## config.mk

```make
export PLATFORM = sky130hd
export DESIGN_NAME = rgba_source_over_blend
export DESIGN_NICKNAME = d
export VERILOG_FILES = /design/src/sv/rgbblend_pkg.sv /design/src/sv/rgba_source_over_blend.sv /design/src/sv/rgbblend_front.sv /design/src/sv/rgbblend_div.sv
export SDC_FILE = /design/constraint.sdc
export NUM_CORES = 2
export LEC_CHECK = 0
export BUFFER_PORTS_ARGS = -buffer_cell sky130_fd_sc_hd__buf_2
export CORE_ASPECT_RATIO = 0.8
export CORE_MARGIN = 2
export CORE_UTILIZATION = 28
export DETAILED_ROUTE_END_ITERATION = 8
export GPL_TIMING_DRIVEN = 0
export PLACE_DENSITY_LB_ADDON = 0.12
export SYNTH_ARGS = -nofsm -noshare
export SYNTH_HDL_FRONTEND = slang
export SYNTH_HIERARCHICAL = 1
export SYNTH_SLANG_ARGS = --single-unit
```

## constraint.sdc

```tcl
create_clock -name clk -period 7.11 [get_ports clk]
set_input_delay 1.422 -clock clk [delete_from_list [all_inputs] [get_ports clk]]
set_output_delay 1.422 -clock clk [all_outputs]
set_load 0.02 [all_outputs]
```

## src/sv/rgbblend_pkg.sv

```systemverilog
// ----------------------------------------------------------------------------
// Source-over blender package
// Widths, pipeline depths and the beat types passed between the stages.
// ----------------------------------------------------------------------------
package rgbblend_pkg;

  localparam int CH      = 3;   // colour channels: 0 red, 1 green, 2 blue
  localparam int PIX_W   = 8;
  localparam int PROD_W  = 24;  // colour times weight
  localparam int NUM_W   = 25;  // sum of the two weighted terms
  localparam int DEN_W   = 16;  // output alpha times 255
  localparam int QUO_W   = 9;   // quotient with one overflow bit

  localparam int FRONT_STAGES = 4;
  localparam int DIV_STAGES   = QUO_W;
  localparam int LATENCY      = FRONT_STAGES + DIV_STAGES + 1;

  localparam logic [PIX_W-1:0] PIX_MAX    = 8'd255;
  localparam logic [PIX_W-1:0] ROUND_HALF = 8'd127;

  typedef logic [CH-1:0][PIX_W-1:0] colour_t;

  typedef struct packed {
    colour_t          dst;
    logic [PIX_W-1:0] dst_a;
    colour_t          src;
    logic [PIX_W-1:0] src_a;
  } pix_in_t;

  // Bypass data carried alongside the divider.
  typedef struct packed {
    logic             pass;    // transparent source: destination goes through
    colour_t          colour;  // destination colour
    logic [PIX_W-1:0] alpha;   // final output alpha
  } side_t;

  typedef struct packed {
    logic [CH-1:0][NUM_W-1:0] num;
    logic [DEN_W-1:0]         den;
    side_t                    side;
  } front_t;

  typedef struct packed {
    logic [CH-1:0][QUO_W-1:0] quo;
    side_t                    side;
  } div_out_t;

endpackage

```

## src/sv/rgba_source_over_blend.sv

```systemverilog
// ----------------------------------------------------------------------------
// Source-over alpha blender, RGBA8888
// Blends a non-premultiplied source colour over one destination pixel.
// ----------------------------------------------------------------------------
//
//   channel  handshake          payload
//   -------  -----------------  ------------------------------------------
//   input    start / busy       in_dst_red..in_dst_alpha, in_src_red..alpha
//   result   out_valid (strobe) out_red, out_green, out_blue, out_alpha_value
//
// One beat enters per clock; busy is always low. A result strobes one cycle
// wide, in input order, once its beat has passed the pipe. The depth is set
// by the nine one-bit stages of the divider plus four front stages and the
// output register.
// Synchronous reset clears every valid bit; beats in flight are dropped.
// The receiver cannot stall, so nothing in the pipe ever waits.
//
// Datapath: num = s*a*255 + d*da*(255-a), den = oa*255 with
// oa = a + round(da*(255-a)/255). The quotient is one colour channel; a
// quotient of 256 or more saturates at 255. An opaque source or opaque
// destination reduces exactly to the same division, so only a transparent
// source takes the bypass, which hands the destination pixel through.
// ----------------------------------------------------------------------------
module rgba_source_over_blend (
  input  logic                          clk,
  input  logic                          rst_n,
  input  logic                          start,
  output logic                          busy,
  input  logic [rgbblend_pkg::PIX_W-1:0] in_dst_red,
  input  logic [rgbblend_pkg::PIX_W-1:0] in_dst_green,
  input  logic [rgbblend_pkg::PIX_W-1:0] in_dst_blue,
  input  logic [rgbblend_pkg::PIX_W-1:0] in_dst_alpha,
  input  logic [rgbblend_pkg::PIX_W-1:0] in_src_red,
  input  logic [rgbblend_pkg::PIX_W-1:0] in_src_green,
  input  logic [rgbblend_pkg::PIX_W-1:0] in_src_blue,
  input  logic [rgbblend_pkg::PIX_W-1:0] in_src_alpha,
  output logic                          out_valid,
  output logic [rgbblend_pkg::PIX_W-1:0] out_red,
  output logic [rgbblend_pkg::PIX_W-1:0] out_green,
  output logic [rgbblend_pkg::PIX_W-1:0] out_blue,
  output logic [rgbblend_pkg::PIX_W-1:0] out_alpha_value
);
  import rgbblend_pkg::*;

  pix_in_t  in_pix;
  logic     accept;
  logic     front_v, div_v;
  front_t   front_beat;
  div_out_t div_beat;

  logic             valid_r;
  colour_t          colour_r, colour_nxt;
  logic [PIX_W-1:0] alpha_r;

  // Never hold the source off: the pipe advances every cycle.
  assign busy   = 1'b0;
  assign accept = start && !busy;

  assign in_pix.dst   = {in_dst_blue, in_dst_green, in_dst_red};
  assign in_pix.dst_a = in_dst_alpha;
  assign in_pix.src   = {in_src_blue, in_src_green, in_src_red};
  assign in_pix.src_a = in_src_alpha;

  rgbblend_front u_front (
    .clk       (clk),
    .rst_n     (rst_n),
    .in_valid  (accept),
    .in_pix    (in_pix),
    .out_valid (front_v),
    .out_beat  (front_beat)
  );

  rgbblend_div u_div (
    .clk       (clk),
    .rst_n     (rst_n),
    .in_valid  (front_v),
    .in_beat   (front_beat),
    .out_valid (div_v),
    .out_beat  (div_beat)
  );

  // Saturate an overflowing quotient, or take the destination on bypass.
  always_comb begin
    for (int i = 0; i < CH; i++) begin
      if (div_beat.side.pass) begin
        colour_nxt[i] = div_beat.side.colour[i];
      end else if (div_beat.quo[i][QUO_W-1]) begin
        colour_nxt[i] = PIX_MAX;
      end else begin
        colour_nxt[i] = div_beat.quo[i][PIX_W-1:0];
      end
    end
  end

  always_ff @(posedge clk) begin
    if (!rst_n) begin
      valid_r <= 1'b0;
    end else begin
      valid_r <= div_v;
    end
  end

  always_ff @(posedge clk) begin
    colour_r <= colour_nxt;
    alpha_r  <= div_beat.side.alpha;
  end

  assign out_valid       = valid_r;
  assign out_red         = colour_r[0];
  assign out_green       = colour_r[1];
  assign out_blue        = colour_r[2];
  assign out_alpha_value = alpha_r;

endmodule

```

## src/sv/rgbblend_front.sv

```systemverilog
// ----------------------------------------------------------------------------
// Blender front end
// Four register stages: capture, weights, products and output alpha,
// numerator/divisor.
// ----------------------------------------------------------------------------
module rgbblend_front (
  input  logic                  clk,
  input  logic                  rst_n,
  input  logic                  in_valid,
  input  rgbblend_pkg::pix_in_t in_pix,
  output logic                  out_valid,
  output rgbblend_pkg::front_t  out_beat
);
  import rgbblend_pkg::*;

  // stage 1: captured beat
  logic    v1_r;
  pix_in_t p1_r;

  // stage 2: weights
  logic             v2_r;
  logic [DEN_W-1:0] sf2_r, df2_r;
  logic [DEN_W-1:0] sf2_nxt, df2_nxt;
  logic [PIX_W-1:0] inv2;
  colour_t          src2_r, dst2_r;
  logic [PIX_W-1:0] a2_r, da2_r;
  logic             pass2_r;

  // stage 3: products and output alpha
  logic                      v3_r;
  logic [CH-1:0][PROD_W-1:0] ps3_r, pd3_r, ps3_nxt, pd3_nxt;
  logic [DEN_W-1:0]          rnd3, div3;
  logic [PIX_W-1:0]          oa3_r, oa3_nxt;
  colour_t                   dst3_r;
  logic [PIX_W-1:0]          da3_r;
  logic                      pass3_r;

  // stage 4: numerator and divisor
  logic   v4_r;
  front_t f4_r, f4_nxt;

  always_comb begin
    inv2    = PIX_MAX - p1_r.src_a;
    sf2_nxt = {p1_r.src_a, 8'h00} - {8'h00, p1_r.src_a};
    df2_nxt = {8'h00, p1_r.dst_a} * {8'h00, inv2};
  end

  always_comb begin
    for (int i = 0; i < CH; i++) begin
      ps3_nxt[i] = PROD_W'(src2_r[i]) * PROD_W'(sf2_r);
      pd3_nxt[i] = PROD_W'(dst2_r[i]) * PROD_W'(df2_r);
    end
    // rounded divide by 255, exact for the product of two 8-bit values
    rnd3    = df2_r + DEN_W'(ROUND_HALF);
    div3    = rnd3 + (rnd3 >> 8) + 16'd1;
    oa3_nxt = a2_r + div3[15:8];
  end

  always_comb begin
    for (int i = 0; i < CH; i++) begin
      f4_nxt.num[i] = NUM_W'(ps3_r[i]) + NUM_W'(pd3_r[i]);
    end
    f4_nxt.den         = {oa3_r, 8'h00} - {8'h00, oa3_r};
    f4_nxt.side.pass   = pass3_r;
    f4_nxt.side.colour = dst3_r;
    f4_nxt.side.alpha  = pass3_r ? da3_r : oa3_r;
  end

  always_ff @(posedge clk) begin
    if (!rst_n) begin
      v1_r <= 1'b0;
      v2_r <= 1'b0;
      v3_r <= 1'b0;
      v4_r <= 1'b0;
    end else begin
      v1_r <= in_valid;
      v2_r <= v1_r;
      v3_r <= v2_r;
      v4_r <= v3_r;
    end
  end

  always_ff @(posedge clk) begin
    p1_r    <= in_pix;
    sf2_r   <= sf2_nxt;
    df2_r   <= df2_nxt;
    src2_r  <= p1_r.src;
    dst2_r  <= p1_r.dst;
    a2_r    <= p1_r.src_a;
    da2_r   <= p1_r.dst_a;
    pass2_r <= (p1_r.src_a == '0);
    ps3_r   <= ps3_nxt;
    pd3_r   <= pd3_nxt;
    oa3_r   <= oa3_nxt;
    dst3_r  <= dst2_r;
    da3_r   <= da2_r;
    pass3_r <= pass2_r;
    f4_r    <= f4_nxt;
  end

  assign out_valid = v4_r;
  assign out_beat  = f4_r;

endmodule

```

## src/sv/rgbblend_div.sv

```systemverilog
// ----------------------------------------------------------------------------
// Blender divider
// Restoring division, one quotient bit per stage, three lanes on one divisor.
// ----------------------------------------------------------------------------
module rgbblend_div (
  input  logic                    clk,
  input  logic                    rst_n,
  input  logic                    in_valid,
  input  rgbblend_pkg::front_t    in_beat,
  output logic                    out_valid,
  output rgbblend_pkg::div_out_t  out_beat
);
  import rgbblend_pkg::*;

  typedef struct packed {
    logic [CH-1:0][NUM_W-1:0] rem;
    logic [CH-1:0][QUO_W-1:0] quo;
    logic [DEN_W-1:0]         den;
    side_t                    side;
  } dstage_t;

  dstage_t               stage_r [DIV_STAGES];
  logic [DIV_STAGES-1:0] vld_r;
  dstage_t               head;

  always_comb begin
    head.rem  = in_beat.num;
    head.quo  = '0;
    head.den  = in_beat.den;
    head.side = in_beat.side;
  end

  for (genvar g = 0; g < DIV_STAGES; g++) begin : g_stage
    localparam int Bit = QUO_W - 1 - g;

    dstage_t              cur, step_nxt;
    logic                 cur_v;
    logic [NUM_W-1:0]     trial;

    if (g == 0) begin : g_head
      assign cur   = head;
      assign cur_v = in_valid;
    end else begin : g_chain
      assign cur   = stage_r[g-1];
      assign cur_v = vld_r[g-1];
    end

    always_comb begin
      trial    = NUM_W'(cur.den) << Bit;
      step_nxt = cur;
      for (int l = 0; l < CH; l++) begin
        if (cur.rem[l] >= trial) begin
          step_nxt.rem[l]      = cur.rem[l] - trial;
          step_nxt.quo[l][Bit] = 1'b1;
        end
      end
    end

    always_ff @(posedge clk) begin
      if (!rst_n) begin
        vld_r[g] <= 1'b0;
      end else begin
        vld_r[g] <= cur_v;
      end
    end

    always_ff @(posedge clk) begin
      stage_r[g] <= step_nxt;
    end
  end

  assign out_valid     = vld_r[DIV_STAGES-1];
  assign out_beat.quo  = stage_r[DIV_STAGES-1].quo;
  assign out_beat.side = stage_r[DIV_STAGES-1].side;

endmodule

```

Yosys cells after proc, flatten, opt, wreduce, memory -nomap -nowiden
Memory sizes are Yosys's and may differ from the RTL's. Cells that the tools add are included.

Memory bits (writable): 1359. Memories: 1. Bits in registers: 516. Logic and storage cells: 192.

Memory list: u_div.stage_r (depth 9, bits a word 151, read ports 9, clocked after Yosys merged registers in 0, wr ports 9, line rgbblend_div.sv:22) `dstage_t stage_r [DIV_STAGES];`.

Magnitude comparators: 27. $mul: 7. Add/sub/neg operators: 37. Multiplexer cells: 61. Reductions and logical operators: 1.

Operator list (number): $mux 25 (27); $mul 8x16->24 (6); $add 24x24->25 (3); $ge 25x16->1 (3); $ge 25x17->1 (3); $ge 25x18->1 (3); $ge 25x19->1 (3); $ge 25x20->1 (3); $ge 25x21->1 (3); $ge 25x22->1 (3); $ge 25x23->1 (3); $ge 25x24->1 (3); $sub 25x16->25 (3); $sub 25x17->25 (3); $sub 25x18->25 (3); $sub 25x19->25 (3); $sub 25x20->25 (3); $sub 25x21->25 (3); $sub 25x22->25 (3); $sub 25x23->25 (3); $sub 25x24->25 (3); $mux 8 (7); $sub 16x8->16 (2); $mux 1 (27); 7 further kinds (7).

Depth between registers and ports, before layout
Depth after elaboration: 4. Depth in mapped cells: 24.

By module
The synthesis kept the hierarchy.

Modules (own cells, without submodules): rgbblend_div (area each 49971.7 um2, seq. area each 23402.4 um2, cells an instance 5103, instances 1); rgbblend_front (area each 40121.0 um2, seq. area each 9469.1 um2, cells an instance 4161, instances 1); rgba_source_over_blend (area each 1058.5 um2, seq. area each 660.6 um2, cells an instance 116, instances 1).

Least setup slack after synthesis
Ideal clock, no wire load.

Path kind: register to register. Start: reg u_front.sf2_r[4]. End: reg u_front/ps3_r[47] (netlist bit). Setup time: 120 ps. Required time: 6990 ps. Clock period less this slack: 5060 ps. Arrival: 4940 ps. Slack: 2050 ps. Cell stages (with the launch flop): 20. Cells stage by stage: dfxtp_1 > clkbuf_1 > nand2_1 > fa_1 > fa_1 > inv_1 > fa_1 > inv_1 > fa_1 > inv_1 > ha_1 > a21oi_1 > nor2b_1 > a311o_1 > o31a_1 > a2111o_1 > a31o_2 > a211oi_2 > a21oi_1 > xnor2_1.

RTL lines: start, declared (line rgbblend_front.sv:22) `logic [DEN_W-1:0] sf2_r, df2_r;`; start signal, assigned (line rgbblend_front.sv:85) `sf2_r <= sf2_nxt;`; end signal, assigned (line rgbblend_front.sv:92) `ps3_r <= ps3_nxt;`; end, declared (line rgbblend_front.sv:31) `logic [CH-1:0][PROD_W-1:0] ps3_r, pd3_r, ps3_nxt, pd3_nxt;`.

==> flow_summary.toml <==
[placement]
place_hpwl_um = 237000
io_buffers = 99
dp_cells = 13826
place_congestion = 0.891

[sta]
rsz0062_at_grt = "false"
slew_viol_final = 0
fin_crit_sh = 0.925
setup_violations = 0
tns_ps = 0
max_freq_mhz = 152
finalHoldViolations = 0
slew_headroom = 0.301
finClkSkew_ps = 93.0
worstMarginPinSlew_ps = 1040
fin_crit_ps = 6580

[final_layout]
num-fill-cells = 33590
layout.cells.non_filler = 14167
area_growth_pct = 13.5
nNetsFinal = 11125
final_cell_mix = "dfxtp_1, inv_1, ha_1, and2_1, a21oi_1"
layout-drive-gt1-share = 0.0634
final_common_cell = "dfxtp_1"

[cts]
cts_tree = "built"
tritoncts.num_buffers = 192
clock_tree.buffer_depth = 4
clockRootBuffer = "clkbuf_16"
htree_num_levels = 4
clock_sinks = 1675
insertion_delay_ps = 870
cts_hold_buf = 0
cts.reportedPaths.clkPinSlew_ps = 60

[routing]
drt_iter0_markers = 4317
antenna_left = 0
num_vias = 65969
drcViolationCount = 0
wl_um = 291000
post_drt_wl_per_cell_um = 20.5
via_per_inst = 4.66
firstDrtPassIters = 6

[yosys]
synthArstFlopShare = 0
synth.avg_cell_area_um2 = 9.72
yosys_warnings = 6
netlist_area_um2 = 91200
synth_edf_count = 0
syn_nets = 10833
synth_ff_type = "dfxtp_1"
ys_types = 106
synth-seq-cells = 1675
synth_cells = 9380
ys_seq_area_frac = 0.368

[setup_path]
path_depth = 19
end_kind = "register"
reg2reg_slack_ps = 530
crit_path_start = "u_front/df2_r[10]"
r2r_cells = 19
endpoint = "u_front/pd3_r[23]"
r2r_start = "u_front/df2_r[10]"
required_ps = 7780
crit_top_cell = "fa_1"
path_max_fanout = 10
r2r-end = "u_front/pd3_r[23]"
crit_buf_inv = 4
cp_slowest_cell = "clkdlybuf4s15_1"
critPathMaxStageDelay_ps = 700
worstPathArrival_ps = 7240
crit_path_start_kind = "register"
crit_type = "register to register"
path_cells = "clkdlybuf4s15_1 > clkbuf_2 > and2_1 > fa_1 > fa_1 > fa_1 > inv_1 > fa_1 > inv_1 > ha_1 > o21a_1 > o21a_1 > nand2_1 > a2111oi_1 > o311ai_1 > a21oi_1 > or3_1 > a21oi_1 > xnor2_1"
crit_family = "adder cells"

[global_route]
grt_pass1_wl_um = 434000
antenna_found_initial = 26
gr-usage-all-layers = 0.174
grt_pass1_vias = 67228
grt_start_max_net_pins = 16
grt-ovfl-total = 0

[die]
dieArea_um2 = 330000
fp.dieH_um = 514
ios = 101
die_x_um = 642
rows = 187
coreArea_um2 = 324000
start_util = 0.281

[hold_path]
hold_class = "register to register"

[status]
status = "complete, no violations"

[run]
drv_cap = 0
flip-flops by register name, indices dropped and copies added, names as in the netlist, 15 cells and up:
signal	count
u_front/pd3_r	72
u_front/df2_r	16
u_front/dst2_r	24
u_front/p1_r	64
u_front/src2_r	24
u_front/ps3_r	72
u_front/sf2_r	15
u_div/stage_r	1160
u_front/dst3_r	24
u_front/out_beat	124
per-layer routing:
metal / GRT usage / wire [um]
met4: 0.0317 / 4800
met1: 0.251 / 144000
met3: 0.0247 / 13500
met5: 0 / 0
met2: 0.277 / 128000
synthesized netlist by cell type, drive strengths merged, types with 127 or more instances:
library cell  number  area (um^2)
and2             691         4320
nor2             515         1940
a21oi            579         2910
xor2             216         1890
nand3            134          671
dfxtp           1675        33500
xnor2            356         3140
a21o             191         1430
fa               568        11400
inv              970         3640
ha               818        10200
clkbuf           215          811
nor2b            137          857
nand2            530         1990
nor3             141          717
nand2b           127          795
o21ai            427         2150
how the worst min path moves through the flow:
stage / startpoint / end / cells after the start
4_1_cts: u_div/stage_r[0][32] / u_div/stage_r[0][159] / 0
2_1_floorplan: u_div/stage_r[0][1184] / out_alpha_value[0] / 0
6_report: u_div/stage_r[0][32] / u_div/stage_r[0][159] / 0
3_5_place_dp: u_div/stage_r[0][892] / u_div/stage_r[0][1043] / 0
5_1_grt: u_div/stage_r[0][599] / u_div/stage_r[0][750] / 0
3_3_place_gp: u_front/out_beat[9] / u_div/stage_r[0][9] / 0
per-stage QoR:
stage                     hold WS, ps  utilization  instance area, um^2  setup WS (ps)
after global placement            310        0.299                97100           -374
after floorplan                   310            -                91200           2050
final                             268        0.319               103000            533
after detailed placement          312        0.299                97100           -283
after global routing              274        0.319               103000            111
after CTS                         268        0.319               103000           66.7
cells by family (layout without fill, tap and decap cells):
logic type / count (synthesis) / after routing / synth area share
buf+inv: 1214 / 1644 / 0.0508
fa+ha+maj: 1386 / 1386 / 0.237
compound gates: 1756 / 1756 / 0.121
flops: 1675 / 1675 / 0.368
other cells: 1 / 11 / 0.0000411
xor+xnor: 572 / 572 / 0.0552
simple gates: 2655 / 2655 / 0.153
mux: 121 / 121 / 0.0150
repair_timing:
| item | 4_1_cts | 5_1_grt |
|---|---|---|
| endpoints found under the hold margin | 0 | 0 |
| gates cloned | 0 | 0 |
| pin swaps | 0 | 0 |
| resized for setup | 3 | 3 |
| setup buffers | 0 | 0 |
| endpoints found under the setup margin | 2 | 1 |
cell type report:
| class | instances | area (um^2) | area share |
|---|---|---|---|
| Multi-Input combinational cell | 6491 | 53000 | 0.512 |
| Sequential cell | 1675 | 33500 | 0.324 |
| Tap cell | 4347 | 5440 | 0.0526 |
| Clock buffer | 240 | 5270 | 0.0509 |
| Inverter | 970 | 3640 | 0.0352 |
| Clock inverter | 92 | 1110 | 0.0107 |
| Buffer | 243 | 997 | 0.00964 |
| Timing Repair Buffer | 99 | 495 | 0.00479 |
| Antenna cell | 10 | 25.0 | 0.000242 |
Power is not shown: default switching activity piles up to over one toggle a cycle in this logic, so the estimate is an artifact.
